### src/rtl/core/bal_pkg.sv
// Shared types and constants for the bounded array list.
package bal_pkg;

	localparam logic [2:0] KIND_APPEND = 3'd0;
	localparam logic [2:0] KIND_INSERT = 3'd1;
	localparam logic [2:0] KIND_REMOVE = 3'd2;
	localparam logic [2:0] KIND_GET    = 3'd3;
	localparam logic [2:0] KIND_SEARCH = 3'd4;
	localparam logic [2:0] KIND_SWAP   = 3'd5;
	localparam logic [2:0] KIND_CLEAR  = 3'd6;

	localparam logic [31:0] WORD_INVALID   = 32'hFFFF_FFFF;
	localparam logic [4:0]  CAPACITY_RESET = 5'd10;

	typedef enum logic [2:0] {
		CELL_HOLD,
		CELL_WRITE,
		CELL_SHIFT_UP,
		CELL_SHIFT_DOWN,
		CELL_ROTATE,
		CELL_CLEAR
	} cell_mode_t;

	typedef struct packed {
		cell_mode_t  mode;
		logic [31:0] word;
	} cell_cmd_t;

	typedef enum logic [1:0] {
		ST_IDLE,
		ST_SCAN,
		ST_SWAP
	} state_t;

	typedef struct packed {
		logic        ok;
		logic [31:0] read_data;
		logic        found;
		logic [3:0]  position;
		logic [4:0]  length;
	} result_t;

endpackage

### src/rtl/core/bounded_array_list.sv
// Top level of the bounded array list: sequencer plus a row of entry cells.
//
//   port group    direction  handshake            payload
//   input item    in         in_valid / in_stall  kind, index, second_index, value
//   result item   out        out_valid/out_stall  ok, read_data, found, position, length
//   capacity      in         capacity_we          capacity_wdata
//
// Append, insert, remove, clear, search of an empty list and every failing item complete
// in one step: the cell row shifts or writes all entries at once, and the result is registered.
// Get and search rotate the row once past cell zero, and the input stays busy until the
// result is ready; swap adds a write-back revolution that writes the two entries back crossed.
// Reset clears all cells and the count and sets the capacity to 10.
// One finished result waits behind the stalled output register; the input stalls meanwhile.
module bounded_array_list #(
	parameter int DEPTH = 16
) (
	input  logic               clk,
	input  logic               arst_n,
	input  logic               in_valid,
	output logic               in_stall,
	input  logic [2:0]         kind,
	input  logic [3:0]         index,
	input  logic [3:0]         second_index,
	input  logic signed [31:0] value,
	input  logic               capacity_we,
	input  logic [4:0]         capacity_wdata,
	output logic               out_valid,
	input  logic               out_stall,
	output logic               ok,
	output logic signed [31:0] read_data,
	output logic               found,
	output logic [3:0]         position,
	output logic [4:0]         length
);
	import bal_pkg::*;

	localparam int FW = $clog2(DEPTH + 1);
	localparam int XW = (FW > 5) ? FW : 5;

	cell_cmd_t     cmd;
	result_t       result;
	logic [XW-1:0] target;
	logic [31:0]   tail;
	logic [31:0]   cell_data [DEPTH];

	bal_seq #(
		.DEPTH(DEPTH),
		.XW   (XW)
	) u_seq (
		.clk           (clk),
		.arst_n        (arst_n),
		.in_valid      (in_valid),
		.in_stall      (in_stall),
		.kind          (kind),
		.index         (index),
		.second_index  (second_index),
		.value         (value),
		.capacity_we   (capacity_we),
		.capacity_wdata(capacity_wdata),
		.out_valid     (out_valid),
		.out_stall     (out_stall),
		.result        (result),
		.head          (cell_data[0]),
		.cmd           (cmd),
		.target        (target),
		.tail          (tail)
	);

	for (genvar i = 0; i < DEPTH; i++) begin : g_cell
		logic [31:0] left_w;
		logic [31:0] right_w;

		if (i == 0) begin : g_first
			assign left_w = '0;
		end else begin : g_mid_l
			assign left_w = cell_data[i-1];
		end

		if (i == DEPTH - 1) begin : g_last
			assign right_w = tail;
		end else begin : g_mid_r
			assign right_w = cell_data[i+1];
		end

		bal_cell #(
			.TW (XW),
			.IDX(i)
		) u_cell (
			.clk   (clk),
			.arst_n(arst_n),
			.cmd   (cmd),
			.target(target),
			.left  (left_w),
			.right (right_w),
			.data  (cell_data[i])
		);
	end

	assign ok        = result.ok;
	assign read_data = result.read_data;
	assign found     = result.found;
	assign position  = result.position;
	assign length    = result.length;

endmodule

### src/rtl/core/bal_cell.sv
// One storage cell of the list row: holds one entry and trades it with its neighbors.
module bal_cell #(
	parameter int TW  = 5,
	parameter int IDX = 0
) (
	input  logic               clk,
	input  logic               arst_n,
	input  bal_pkg::cell_cmd_t cmd,
	input  logic [TW-1:0]      target,
	input  logic [31:0]        left,
	input  logic [31:0]        right,
	output logic [31:0]        data
);
	import bal_pkg::*;

	localparam logic [TW-1:0] MY_IDX = TW'(IDX);

	logic [31:0] data_q;
	logic        at_pos;
	logic        above_pos;

	assign at_pos    = (target == MY_IDX);
	assign above_pos = (MY_IDX > target);
	assign data      = data_q;

	always_ff @(posedge clk or negedge arst_n) begin
		if (!arst_n) begin
			data_q <= '0;
		end else begin
			unique case (cmd.mode)
				CELL_HOLD: begin
					data_q <= data_q;
				end
				CELL_WRITE: begin
					if (at_pos) data_q <= cmd.word;
				end
				CELL_SHIFT_UP: begin
					// Cells above the insert point take the entry from below.
					if (above_pos) data_q <= left;
					else if (at_pos) data_q <= cmd.word;
				end
				CELL_SHIFT_DOWN: begin
					if (at_pos || above_pos) data_q <= right;
				end
				CELL_ROTATE: begin
					data_q <= right;
				end
				CELL_CLEAR: begin
					data_q <= '0;
				end
				default: begin
					data_q <= data_q;
				end
			endcase
		end
	end

endmodule

### src/rtl/core/bal_seq.sv
// Sequencer for the list: decodes items, drives the cell row, keeps the count and the result.
module bal_seq #(
	parameter int DEPTH = 16,
	parameter int XW    = 5
) (
	input  logic                clk,
	input  logic                arst_n,
	input  logic                in_valid,
	output logic                in_stall,
	input  logic [2:0]          kind,
	input  logic [3:0]          index,
	input  logic [3:0]          second_index,
	input  logic [31:0]         value,
	input  logic                capacity_we,
	input  logic [4:0]          capacity_wdata,
	output logic                out_valid,
	input  logic                out_stall,
	output bal_pkg::result_t    result,
	input  logic [31:0]         head,
	output bal_pkg::cell_cmd_t  cmd,
	output logic [XW-1:0]       target,
	output logic [31:0]         tail
);
	import bal_pkg::*;

	localparam int FW = $clog2(DEPTH + 1);
	localparam int KW = $clog2(DEPTH);
	localparam logic [XW-1:0] DEPTH_X = XW'(DEPTH);
	localparam logic [KW-1:0] LAST_K  = KW'(DEPTH - 1);

	state_t        state_q, state_d;
	logic [4:0]    cap_q;
	logic [FW-1:0] fill_q, fill_d;
	logic [KW-1:0] cnt_q;
	logic [2:0]    op_q;
	logic [3:0]    ia_q, ib_q;
	logic [31:0]   word_q, a_q, b_q;
	logic          fnd_q;
	logic [3:0]    pos_q;
	result_t       res_q, res_nx, out_q;
	logic          res_pend_q, out_valid_q;

	logic          accept, done, start_scan, out_free;
	logic [XW-1:0] fill_x, cap_x, bnd, ia_x, ib_x, cnt_x;
	logic          full, at_a, at_b, last, hit, fnd_now;
	logic [3:0]    pos_now;
	logic [31:0]   a_now;

	assign in_stall = (state_q != ST_IDLE) || res_pend_q;
	assign accept   = in_valid && !in_stall;
	assign out_free = !out_valid_q || !out_stall;

	assign fill_x = XW'(fill_q);
	assign cap_x  = XW'(cap_q);
	assign bnd    = (cap_x > DEPTH_X) ? DEPTH_X : cap_x;
	assign full   = (fill_x >= bnd);
	assign ia_x   = XW'(index);
	assign ib_x   = XW'(second_index);

	// Scan side: entry number cnt_q sits in cell zero during a revolution.
	assign cnt_x   = XW'(cnt_q);
	assign at_a    = (cnt_x == XW'(ia_q));
	assign at_b    = (cnt_x == XW'(ib_q));
	assign last    = (cnt_q == LAST_K);
	assign hit     = (cnt_x < fill_x) && (head == word_q);
	assign fnd_now = fnd_q || hit;
	assign pos_now = fnd_q ? pos_q : (hit ? 4'(cnt_q) : 4'd0);
	assign a_now   = at_a ? head : a_q;

	always_comb begin
		state_d = state_q;
		unique case (state_q)
			ST_IDLE: begin
				if (accept && start_scan) state_d = ST_SCAN;
			end
			ST_SCAN: begin
				if (last) state_d = (op_q == KIND_SWAP) ? ST_SWAP : ST_IDLE;
			end
			ST_SWAP: begin
				if (last) state_d = ST_IDLE;
			end
			default: begin
				state_d = ST_IDLE;
			end
		endcase
	end

	always_comb begin
		cmd.mode   = CELL_HOLD;
		cmd.word   = value;
		target     = '0;
		tail       = head;
		fill_d     = fill_q;
		done       = 1'b0;
		start_scan = 1'b0;
		res_nx     = '0;
		unique case (state_q)
			ST_IDLE: begin
				if (accept) begin
					unique case (kind)
						KIND_APPEND: begin
							done = 1'b1;
							if (!full) begin
								cmd.mode  = CELL_WRITE;
								target    = fill_x;
								fill_d    = fill_q + 1'b1;
								res_nx.ok = 1'b1;
							end
						end
						KIND_INSERT: begin
							done = 1'b1;
							if (!full && (ia_x <= fill_x)) begin
								cmd.mode  = CELL_SHIFT_UP;
								target    = ia_x;
								fill_d    = fill_q + 1'b1;
								res_nx.ok = 1'b1;
							end
						end
						KIND_REMOVE: begin
							done = 1'b1;
							if (ia_x < fill_x) begin
								// The top cell takes zero, which clears the freed slot.
								cmd.mode  = CELL_SHIFT_DOWN;
								target    = ia_x;
								tail      = '0;
								fill_d    = fill_q - 1'b1;
								res_nx.ok = 1'b1;
							end
						end
						KIND_GET: begin
							if (ia_x < fill_x) begin
								start_scan = 1'b1;
							end else begin
								done             = 1'b1;
								res_nx.read_data = WORD_INVALID;
							end
						end
						KIND_SEARCH: begin
							if (fill_q == '0) begin
								done      = 1'b1;
								res_nx.ok = 1'b1;
							end else begin
								start_scan = 1'b1;
							end
						end
						KIND_SWAP: begin
							if ((ia_x < fill_x) && (ib_x < fill_x)) start_scan = 1'b1;
							else done = 1'b1;
						end
						KIND_CLEAR: begin
							done      = 1'b1;
							cmd.mode  = CELL_CLEAR;
							fill_d    = '0;
							res_nx.ok = 1'b1;
						end
						default: begin
							done = 1'b1;
						end
					endcase
				end
			end
			ST_SCAN: begin
				cmd.mode = CELL_ROTATE;
				tail     = head;
				if (last && (op_q != KIND_SWAP)) begin
					done      = 1'b1;
					res_nx.ok = 1'b1;
					if (op_q == KIND_GET) begin
						res_nx.read_data = a_now;
					end else begin
						res_nx.found    = fnd_now;
						res_nx.position = pos_now;
					end
				end
			end
			ST_SWAP: begin
				// Second revolution writes the two captured entries back crossed.
				cmd.mode = CELL_ROTATE;
				tail     = at_a ? b_q : (at_b ? a_q : head);
				if (last) begin
					done      = 1'b1;
					res_nx.ok = 1'b1;
				end
			end
			default: begin
				cmd.mode = CELL_HOLD;
			end
		endcase
		res_nx.length = 5'(fill_d);
	end

	always_ff @(posedge clk or negedge arst_n) begin
		if (!arst_n) begin
			state_q     <= ST_IDLE;
			cap_q       <= CAPACITY_RESET;
			fill_q      <= '0;
			res_pend_q  <= 1'b0;
			out_valid_q <= 1'b0;
		end else begin
			state_q <= state_d;
			fill_q  <= fill_d;
			if (capacity_we) cap_q <= capacity_wdata;
			if (res_pend_q && out_free) begin
				out_valid_q <= 1'b1;
				res_pend_q  <= 1'b0;
			end else if (done) begin
				if (out_free) out_valid_q <= 1'b1;
				else res_pend_q <= 1'b1;
			end else if (!out_stall) begin
				out_valid_q <= 1'b0;
			end
		end
	end

	always_ff @(posedge clk) begin
		if (res_pend_q && out_free) begin
			out_q <= res_q;
		end else if (done) begin
			if (out_free) out_q <= res_nx;
			else res_q <= res_nx;
		end
		if (accept) begin
			op_q   <= kind;
			ia_q   <= index;
			ib_q   <= second_index;
			word_q <= value;
			cnt_q  <= '0;
			fnd_q  <= 1'b0;
			pos_q  <= '0;
		end else if (state_q == ST_SCAN) begin
			cnt_q <= last ? '0 : cnt_q + 1'b1;
			a_q   <= a_now;
			if (at_b) b_q <= head;
			fnd_q <= fnd_now;
			pos_q <= pos_now;
		end else if (state_q == ST_SWAP) begin
			cnt_q <= last ? '0 : cnt_q + 1'b1;
		end
	end

	assign out_valid = out_valid_q;
	assign result    = out_q;

endmodule

### config.mk
export PLATFORM = sky130hd
export DESIGN_NAME = bounded_array_list
export DESIGN_NICKNAME = d
export VERILOG_FILES = /design/src/rtl/core/bal_pkg.sv /design/src/rtl/core/bounded_array_list.sv /design/src/rtl/core/bal_cell.sv /design/src/rtl/core/bal_seq.sv
export SDC_FILE = /design/constraint.sdc
export NUM_CORES = 2
export LEC_CHECK = 0
export BUFFER_PORTS_ARGS = -buffer_cell sky130_fd_sc_hd__buf_4
export CAP_MARGIN = 20
export CORE_MARGIN = 2
export CORE_UTILIZATION = 45
export CTS_BUF_LIST = sky130_fd_sc_hd__clkbuf_8
export CTS_CLUSTER_DIAMETER = 80
export DETAILED_ROUTE_END_ITERATION = 8
export PLACE_DENSITY_LB_ADDON = 0.08
export SLEW_MARGIN = 40
export SYNTH_ARGS = -nofsm -noshare
export SYNTH_HDL_FRONTEND = slang
export SYNTH_SLANG_ARGS = --single-unit
### constraint.sdc
create_clock -name clk -period 4.03 [get_ports clk]
set_input_delay 0.403 -clock clk [delete_from_list [all_inputs] [get_ports clk]]
set_output_delay 0.403 -clock clk [all_outputs]
set_load 0.02 [all_outputs]
* Word level (Yosys, flattened, before mapping) *
Index checks and enable logic that the tools add are counted.

operators by class
  equal/unequal tests = 57
  multiplexer cells = 136
  bitwise operators = 3
  reduce and logical (&&, ||, !) cells = 63
  magnitude comparators = 22
  add/subtract/negate cells = 3

operator list
  cell                                                                            count
  32-bit case mux with 5 select lines                                             16
  32-bit two-way mux                                                              57
  43-bit two-way mux                                                              3
  32-bit case mux with 2 select lines                                             2
  5-bit two-way mux                                                               11
  5-bit by 4-bit equality test with 1-bit output, second input constant           8
  4-bit by 5-bit greater-than comparator with 1-bit output, first input constant  8
  2-bit AND reduction                                                             20
  38-bit two-way mux                                                              1
  2-bit by 1-bit inequality test with 1-bit output, second input constant         19
  33-bit two-way mux                                                              1
  32-bit equality test                                                            1
  4-bit two-way mux                                                               7
  1-bit two-way mux                                                               21
  5-bit by 3-bit equality test with 1-bit output, second input constant           4
  3-bit by 5-bit greater-than comparator with 1-bit output, first input constant  4
  5-bit case mux with 4 select lines                                              1
  1-bit logical OR                                                                19
  3-bit equality test, second input constant                                      6
  3-bit by 2-bit equality test with 1-bit output, second input constant           5
  4-bit by 5-bit less-than comparator with 1-bit output                           3
  5-bit case mux with 3 select lines                                              1
  2-bit two-way mux                                                               6
  1-bit case mux with 3 select lines                                              4
  other kinds (33)                                                                56

storage, ports and cells
  input bits = 53
  output and inout port bits = 45
  register bits = 728

* Logic depth before layout (Yosys ltp) *
  depth in word-level cells = 13
  mapped depth = 18
  gate-level depth less buffers = 15

* Cells and area by module *
Synthesis repeated with hierarchy kept, for this count alone.

unflattened totals
  cells, all modules = 3910
  area total of the unflattened synthesis = 42547.1 um^2

by module, submodules not included
  module                         area each (um^2)  cells an instance  sequential area each (um^2)  times used
  bal_seq                        10846.7           905                6328.6                       1
  bal_cell at g_cell[5].u_cell   2951.6            388                800.8                        1
  bal_cell at g_cell[15].u_cell  2417.3            196                800.8                        1
  bal_cell at g_cell[3].u_cell   2199.6            235                800.8                        1
  bal_cell at g_cell[6].u_cell   2172.1            243                800.8                        1
  bal_cell at g_cell[4].u_cell   2072.0            203                800.8                        1
  bal_cell at g_cell[2].u_cell   2050.7            171                800.8                        1
  bal_cell at g_cell[13].u_cell  2020.7            231                800.8                        1
  bal_cell at g_cell[1].u_cell   1939.4            163                800.8                        1
  bal_cell at g_cell[8].u_cell   1909.3            167                800.8                        1
  bal_cell at g_cell[10].u_cell  1845.5            165                800.8                        1
  bal_cell at g_cell[12].u_cell  1765.4            161                800.8                        1
  bal_cell at g_cell[9].u_cell   1725.4            135                800.8                        1
  bal_cell at g_cell[14].u_cell  1705.4            135                800.8                        1
  4 more rows                    -                 -                  -                            -

* Worst setup path before layout *
OpenSTA, ideal clock, no wires.

  path kind = register to register
  from = reg u_seq.fill_q[3]
  to = reg u_seq.res_q[0] (netlist bit) (enable)
  clock period less this slack = 4357 ps
  slack = -327 ps
  library setup time = 448 ps
  arrival = 3909 ps
  buffers on the path = 1
  cell stages (with the launch flop) = 11
  required time = 3582 ps
  cells stage by stage = dfrtp_1 clkbuf_1 inv_1 ha_1 and4b_1 a211o_1 nand2_1 a22oi_1 nand3_1 a21oi_1 nor2b_1

on the way
  cells in the longest elaborated chain, start to end = 7
  elaborated cells on any way between the ends = 11

ends and longest elaborated chain
  what                                                                      line                            source
  start, declared                                                           bal_seq.sv:33                   logic [FW-1:0] fill_q, fill_d;
  start signal, assigned                                                    bal_seq.sv:201                  fill_q <= fill_d;
  4-bit by 5-bit less-than comparator with 1-bit output (on tied branches)  bal_seq.sv:131, bal_seq.sv:147
  1-bit logical AND                                                         bal_seq.sv:147                  if ((ia_x < fill_x) && (ib_x < fill_x)) start_scan = 1'b1;
  1-bit two-way mux                                                         bal_seq.sv:147
  1-bit case mux with 3 select lines *                                      bal_seq.sv:100                  unique case (kind)
  1-bit two-way mux *                                                       bal_seq.sv:99                   if (accept) begin
  1-bit case mux with 3 select lines *                                      bal_seq.sv:97                   unique case (state_q)
  3-bit AND reduction (no source line) *                                    -
  end signal, assigned                                                      bal_seq.sv:220                  else res_q <= res_nx;
  end, declared                                                             bal_seq.sv:40                   result_t res_q, res_nx, out_q;

Mark *: on every way between the ends. The rest lies on a longest branch, timed or not.
A chain may end at the register's enable or synchronous reset.

* Worst setup path in the final report *
  from = reg u_seq.state_q[1]
  to = reg g_cell[14].u_cell.data_q[6]

on the way
  cells in the longest elaborated chain, start to end = 10
  elaborated cells on any way between the ends = 26

ends and longest elaborated chain
  what                                                                                                                        line                            source
  start, declared                                                                                                             bal_seq.sv:31                   state_t state_q, state_d;
  start signal, assigned                                                                                                      bal_seq.sv:200                  state_q <= state_d;
  2-bit nonzero test                                                                                                          bal_seq.sv:49                   assign in_stall = (state_q != ST_IDLE) || res_pend_q;
  1-bit logical OR                                                                                                            bal_seq.sv:49
  1-bit logical NOT                                                                                                           bal_seq.sv:50                   assign accept = in_valid && !in_stall;
  1-bit logical AND                                                                                                           bal_seq.sv:50
  5-bit two-way mux                                                                                                           bal_seq.sv:99
  5-bit two-way mux                                                                                                           bal_seq.sv:97
  4-bit by 5-bit greater-than comparator with 1-bit output or 5-bit by 4-bit equality test with 1-bit output (tied branches)  bal_cell.sv:23, bal_cell.sv:22
  1-bit logical OR or 32-bit two-way mux (tied branches)                                                                      -
  2-bit by 1-bit inequality test with 1-bit output (no source line) or 32-bit two-way mux (tied branches)                     -
  2-bit AND reduction (no source line) or 32-bit case mux with 5 select lines (tied branches)                                 -
  end signal, assigned                                                                                                        bal_cell.sv:32                  data_q <= data_q;
  end signal, assigned                                                                                                        bal_cell.sv:43                  if (at_pos || above_pos) data_q <= right;
  end signal, assigned                                                                                                        bal_cell.sv:46                  data_q <= right;
  end, declared                                                                                                               bal_cell.sv:18                  logic [31:0] data_q;

Parallel ways exist; a longest one is shown, timed or not.

==> metrics.cfg <==
[detailed_routing]
wl_met1_um = 66900
drt-wirelength-per-cell_um = 29.5
firstDrtPassIters = 6
wl_met2_um = 63800
drt-vias-per-instance = 6.82
wl_um = 154000
wl_met3_um = 17600
top_layer = met5
dr_total_vias = 35500
drc = 0
drtIter0Drc = 4464
ant_nets = 0

[setup_path]
startpoint_type = register
crit_cells = 11
rr_worst_depth = 11
cp_common_cell = buf_4
worst-path-max-fanout = 35
crit_arrival_ns = 4.65
worst_path_max_delay_cell = buf_4
cp_top_family = simple AND/OR/NAND/NOR gates
worstSetupPathType = reg2reg
required_ns = 4.76
path_buf_inv = 3
worst_path_largest_cell_delay_ns = 0.63
setup.worst_path.end_class = register
cp_cell_sequence = inv_1 > ha_1 > nand3b_4 > or3_1 > or3_4 > nor3_4 > buf_4 > a21oi_1 > o21ai_2 > buf_4 > a22o_1

[floorplanning]
coreArea_um2 = 86800
io_pins = 98
fp.dieW_um = 300
dieArea_um2 = 89900
initial_utilization_pct = 45.4
rows = 108
die_h_um = 300

[sta]
finalWorstSetupSlack_ns = 0.112
worst_slew_pin_slew_ns = 0.766
slew_violations = 0
slew_headroom_pct = 48.7
timing.fmax_mhz = 255
finClkSkew_ns = 0.0341
finalCriticalPeriod_ns = 3.92
rsz0062_at_grt = false
hold_viol = 0
tns_ns = 0
period_share_pct = 97.2
setup_violations = 0

[logic_synthesis]
syn_nets = 3948
synth-edff-count = 193
synth_compound_area_share_pct = 30.9
syn_area_um2 = 39400
synth_top_family_by_area = compound AO/OA/AOI/OAI gates
ys.flop_type = dfrtp_1
synth-seq-area-share_pct = 48.6
synth-simple-area-share_pct = 9.71
syn_avg_cell_area_um2 = 10.2
syn-instance-count = 3871
ys_types = 87
synth_async_sr_flop_share_pct = 72.3
synthAdderAreaFrac_pct = 0.762
synth_mux_area_share_pct = 3.89
ys_ff_latch = 728
synth_xor_area_share_pct = 0.912
synth_warnings = 0

[outcome]
status = finished clean

[power]
peakVddDrop_mv = 0.489
leakage_nw = 17.9
cellPowerDensity_nw_per_um2 = 670

[finish]
fin_nets = 4027
fillers = 7766
layout-drive-gt1-share_pct = 15.5
area.growth.synth_to_final_pct = 15.6

[place]
port_buffers = 97
dpl.hpwl_um = 99600
place_congestion = 0.928
dpl_worst_slack_ns = 0.0648

[worst_hold_path]
hp-class = in2async

[clock_network]
cts_tree = built
clockBufferDepth = 3
clkSinkCount = 728
path_clk_slew_ns = 0.06
htree_levels = 4
clk_latency_ns = 0.81
cts_root_buf = clkbuf_8
cts-buffers-inserted = 132

[grt]
track_usage_pct = 33.5
first_global_vias = 34700
grt_max_degree = 141
grt_pass1_wl_um = 229000
antenna_found_initial = 1
grt.overflow.total = 0

[job]
maxCapViolCount = 0

[placed cells by master, fill, tap and decap left out, drive strengths merged, types with 141 or more instances in the layout]
master / Yosys / final
a221oi: 141 / 141
o21ai: 302 / 302
edfxtp: 193 / 193
clkbuf: 282 / 155
a22oi: 226 / 226
a22o: 164 / 164
inv: 117 / 181
o2bb2ai: 256 / 256
a21oi: 219 / 219
nand2: 288 / 288
dfrtp: 524 / 524
buf: 115 / 284
[cell families after synthesis]
logic type,Yosys count
AOI/OAI and AO/OA,1637
xor gates and xnor gates,41
adders and majority gates,24
buffers and inverters,516
DFF,728
muxes,147
and+or+nand+nor,778
[Yosys cell counts, types with 13 or more instances]
cell type	count	share of area [%]
a211o_1	49	1.1
inv_1	117	1.1
o221a_2	32	0.91
and3_1	62	0.98
a22oi_1	225	4.3
dfrtp_1	524	33
a21oi_1	217	2.8
a221oi_1	140	3.1
buf_2	81	1.0
nor3_1	51	0.65
or3_1	25	0.40
nand3_1	105	1.3
mux2i_1	99	2.5
o21ai_0	286	3.6
nand2_1	288	2.7
a21o_1	13	0.25
o21ai_1	14	0.18
edfxtp_1	193	15
ha_1	24	0.76
clkbuf_1	281	2.7
o211ai_1	36	0.69
nor2_1	80	0.76
and2_1	110	1.7
a221o_1	32	0.81
buf_1	27	0.26
a22o_1	164	3.6
mux2_2	48	1.4
o32ai_1	32	0.71
xnor2_1	33	0.73
o31a_1	17	0.38
o2bb2ai_1	256	5.7
o22ai_1	33	0.52
a32o_1	32	0.81
[power breakdown]
| part | total, mW | switching [mW] | leakage, nW | internal, mW |
|---|---|---|---|---|
| clock network | 7.04 | 3.36 | 1.51 | 3.67 |
| registers | 12.5 | 2.51 | 8.92 | 9.98 |
| logic | 11.0 | 6.77 | 7.48 | 4.21 |
[what timing repair did]
action,CTS,global route
endpoints found under the hold margin,165,0
resized for setup,0,14
setup endpoints to repair,0,275
setup buffers,0,6
hold buffers,56,0
[through the flow]
stage	utilization [%]	instance area (um2)	hold WS (ns)	instances	power (mW)
2_1_floorplan	-	39400	0.107	3871	18.3
6_report	52.5	45500	0.113	5209	30.5
3_5_place_dp	48.6	42200	0.474	4906	23.0
4_1_cts	52.2	45300	0.184	5195	30.1
3_3_place_gp	48.6	42200	0.468	4906	22.7
5_1_grt	52.5	45500	0.134	5206	31.9
[flip-flops by register name, summed over array words and instances, names as in the netlist, 2 cells and up]
register	flops
g_cell.u_cell.data	512
u_seq.a_q	32
u_seq.b_q	32
u_seq.cap_q	5
u_seq.cnt_q	4
u_seq.fill_q	5
u_seq.ia_q	4
u_seq.ib_q	4
u_seq.op_q	3
u_seq.pos_q	4
u_seq.res_q	43
u_seq.result	43
u_seq.state_q	2
u_seq.word_q	32
[worst register-to-register path, stage by stage (launching register included)]
cell and delay [ns]:
dfrtp_1 0.41, inv_1 0.12, ha_1 0.30, nand3b_4 0.19, or3_1 0.54, or3_4 0.43, nor3_4 0.16, buf_4 0.63
a21oi_1 0.23, o21ai_2 0.18, buf_4 0.40, a22o_1 0.26
[area by class of cell]
type / instances / area [um2] / area share [%]
Sequential cell: 728 / 19100 / 42.0
Multi-Input combinational cell: 2627 / 18500 / 40.7
Timing Repair Buffer: 342 / 3380 / 7.43
Clock buffer: 153 / 2110 / 4.63
Tap cell: 1155 / 1450 / 3.17
Clock inverter: 80 / 477 / 1.05
Inverter: 119 / 447 / 0.981
Antenna cell: 5 / 12.5 / 0.0275
[final timing paths]
path | endpoint | slack (ns) | from
setup / recovery | g_cell[14].u_cell.data[6]$_DFFE_PN0P_ | 0.11 | u_seq.state_q[1]$_DFFE_PN0P_
hold / removal | g_cell[1].u_cell.data[27]$_DFFE_PN0P_ | 0.11 | arst_n
setup reg to reg | g_cell[14].u_cell.data[6]$_DFFE_PN0P_ | 0.11 | u_seq.state_q[1]$_DFFE_PN0P_
hold reg to reg | u_seq.pos_q[2]$_SDFFE_PP0P_ | 0.49 | u_seq.pos_q[2]$_SDFFE_PP0P_
max in group asynchronous | g_cell[2].u_cell.data[3]$_DFFE_PN0P_ | 2.76 | arst_n
min in group clk | u_seq.state_q[0]$_DFFE_PN0P_ | 0.24 | in_valid
[per-layer routing]
metal	global-route usage, %	up-vias
li1	-	15200
met1	49.1	17800
met2	47.5	2117
met3	8.99	385
met4	11.7	2
met5	1.11	-
Note: power is estimated with default switching activity, not from simulation.
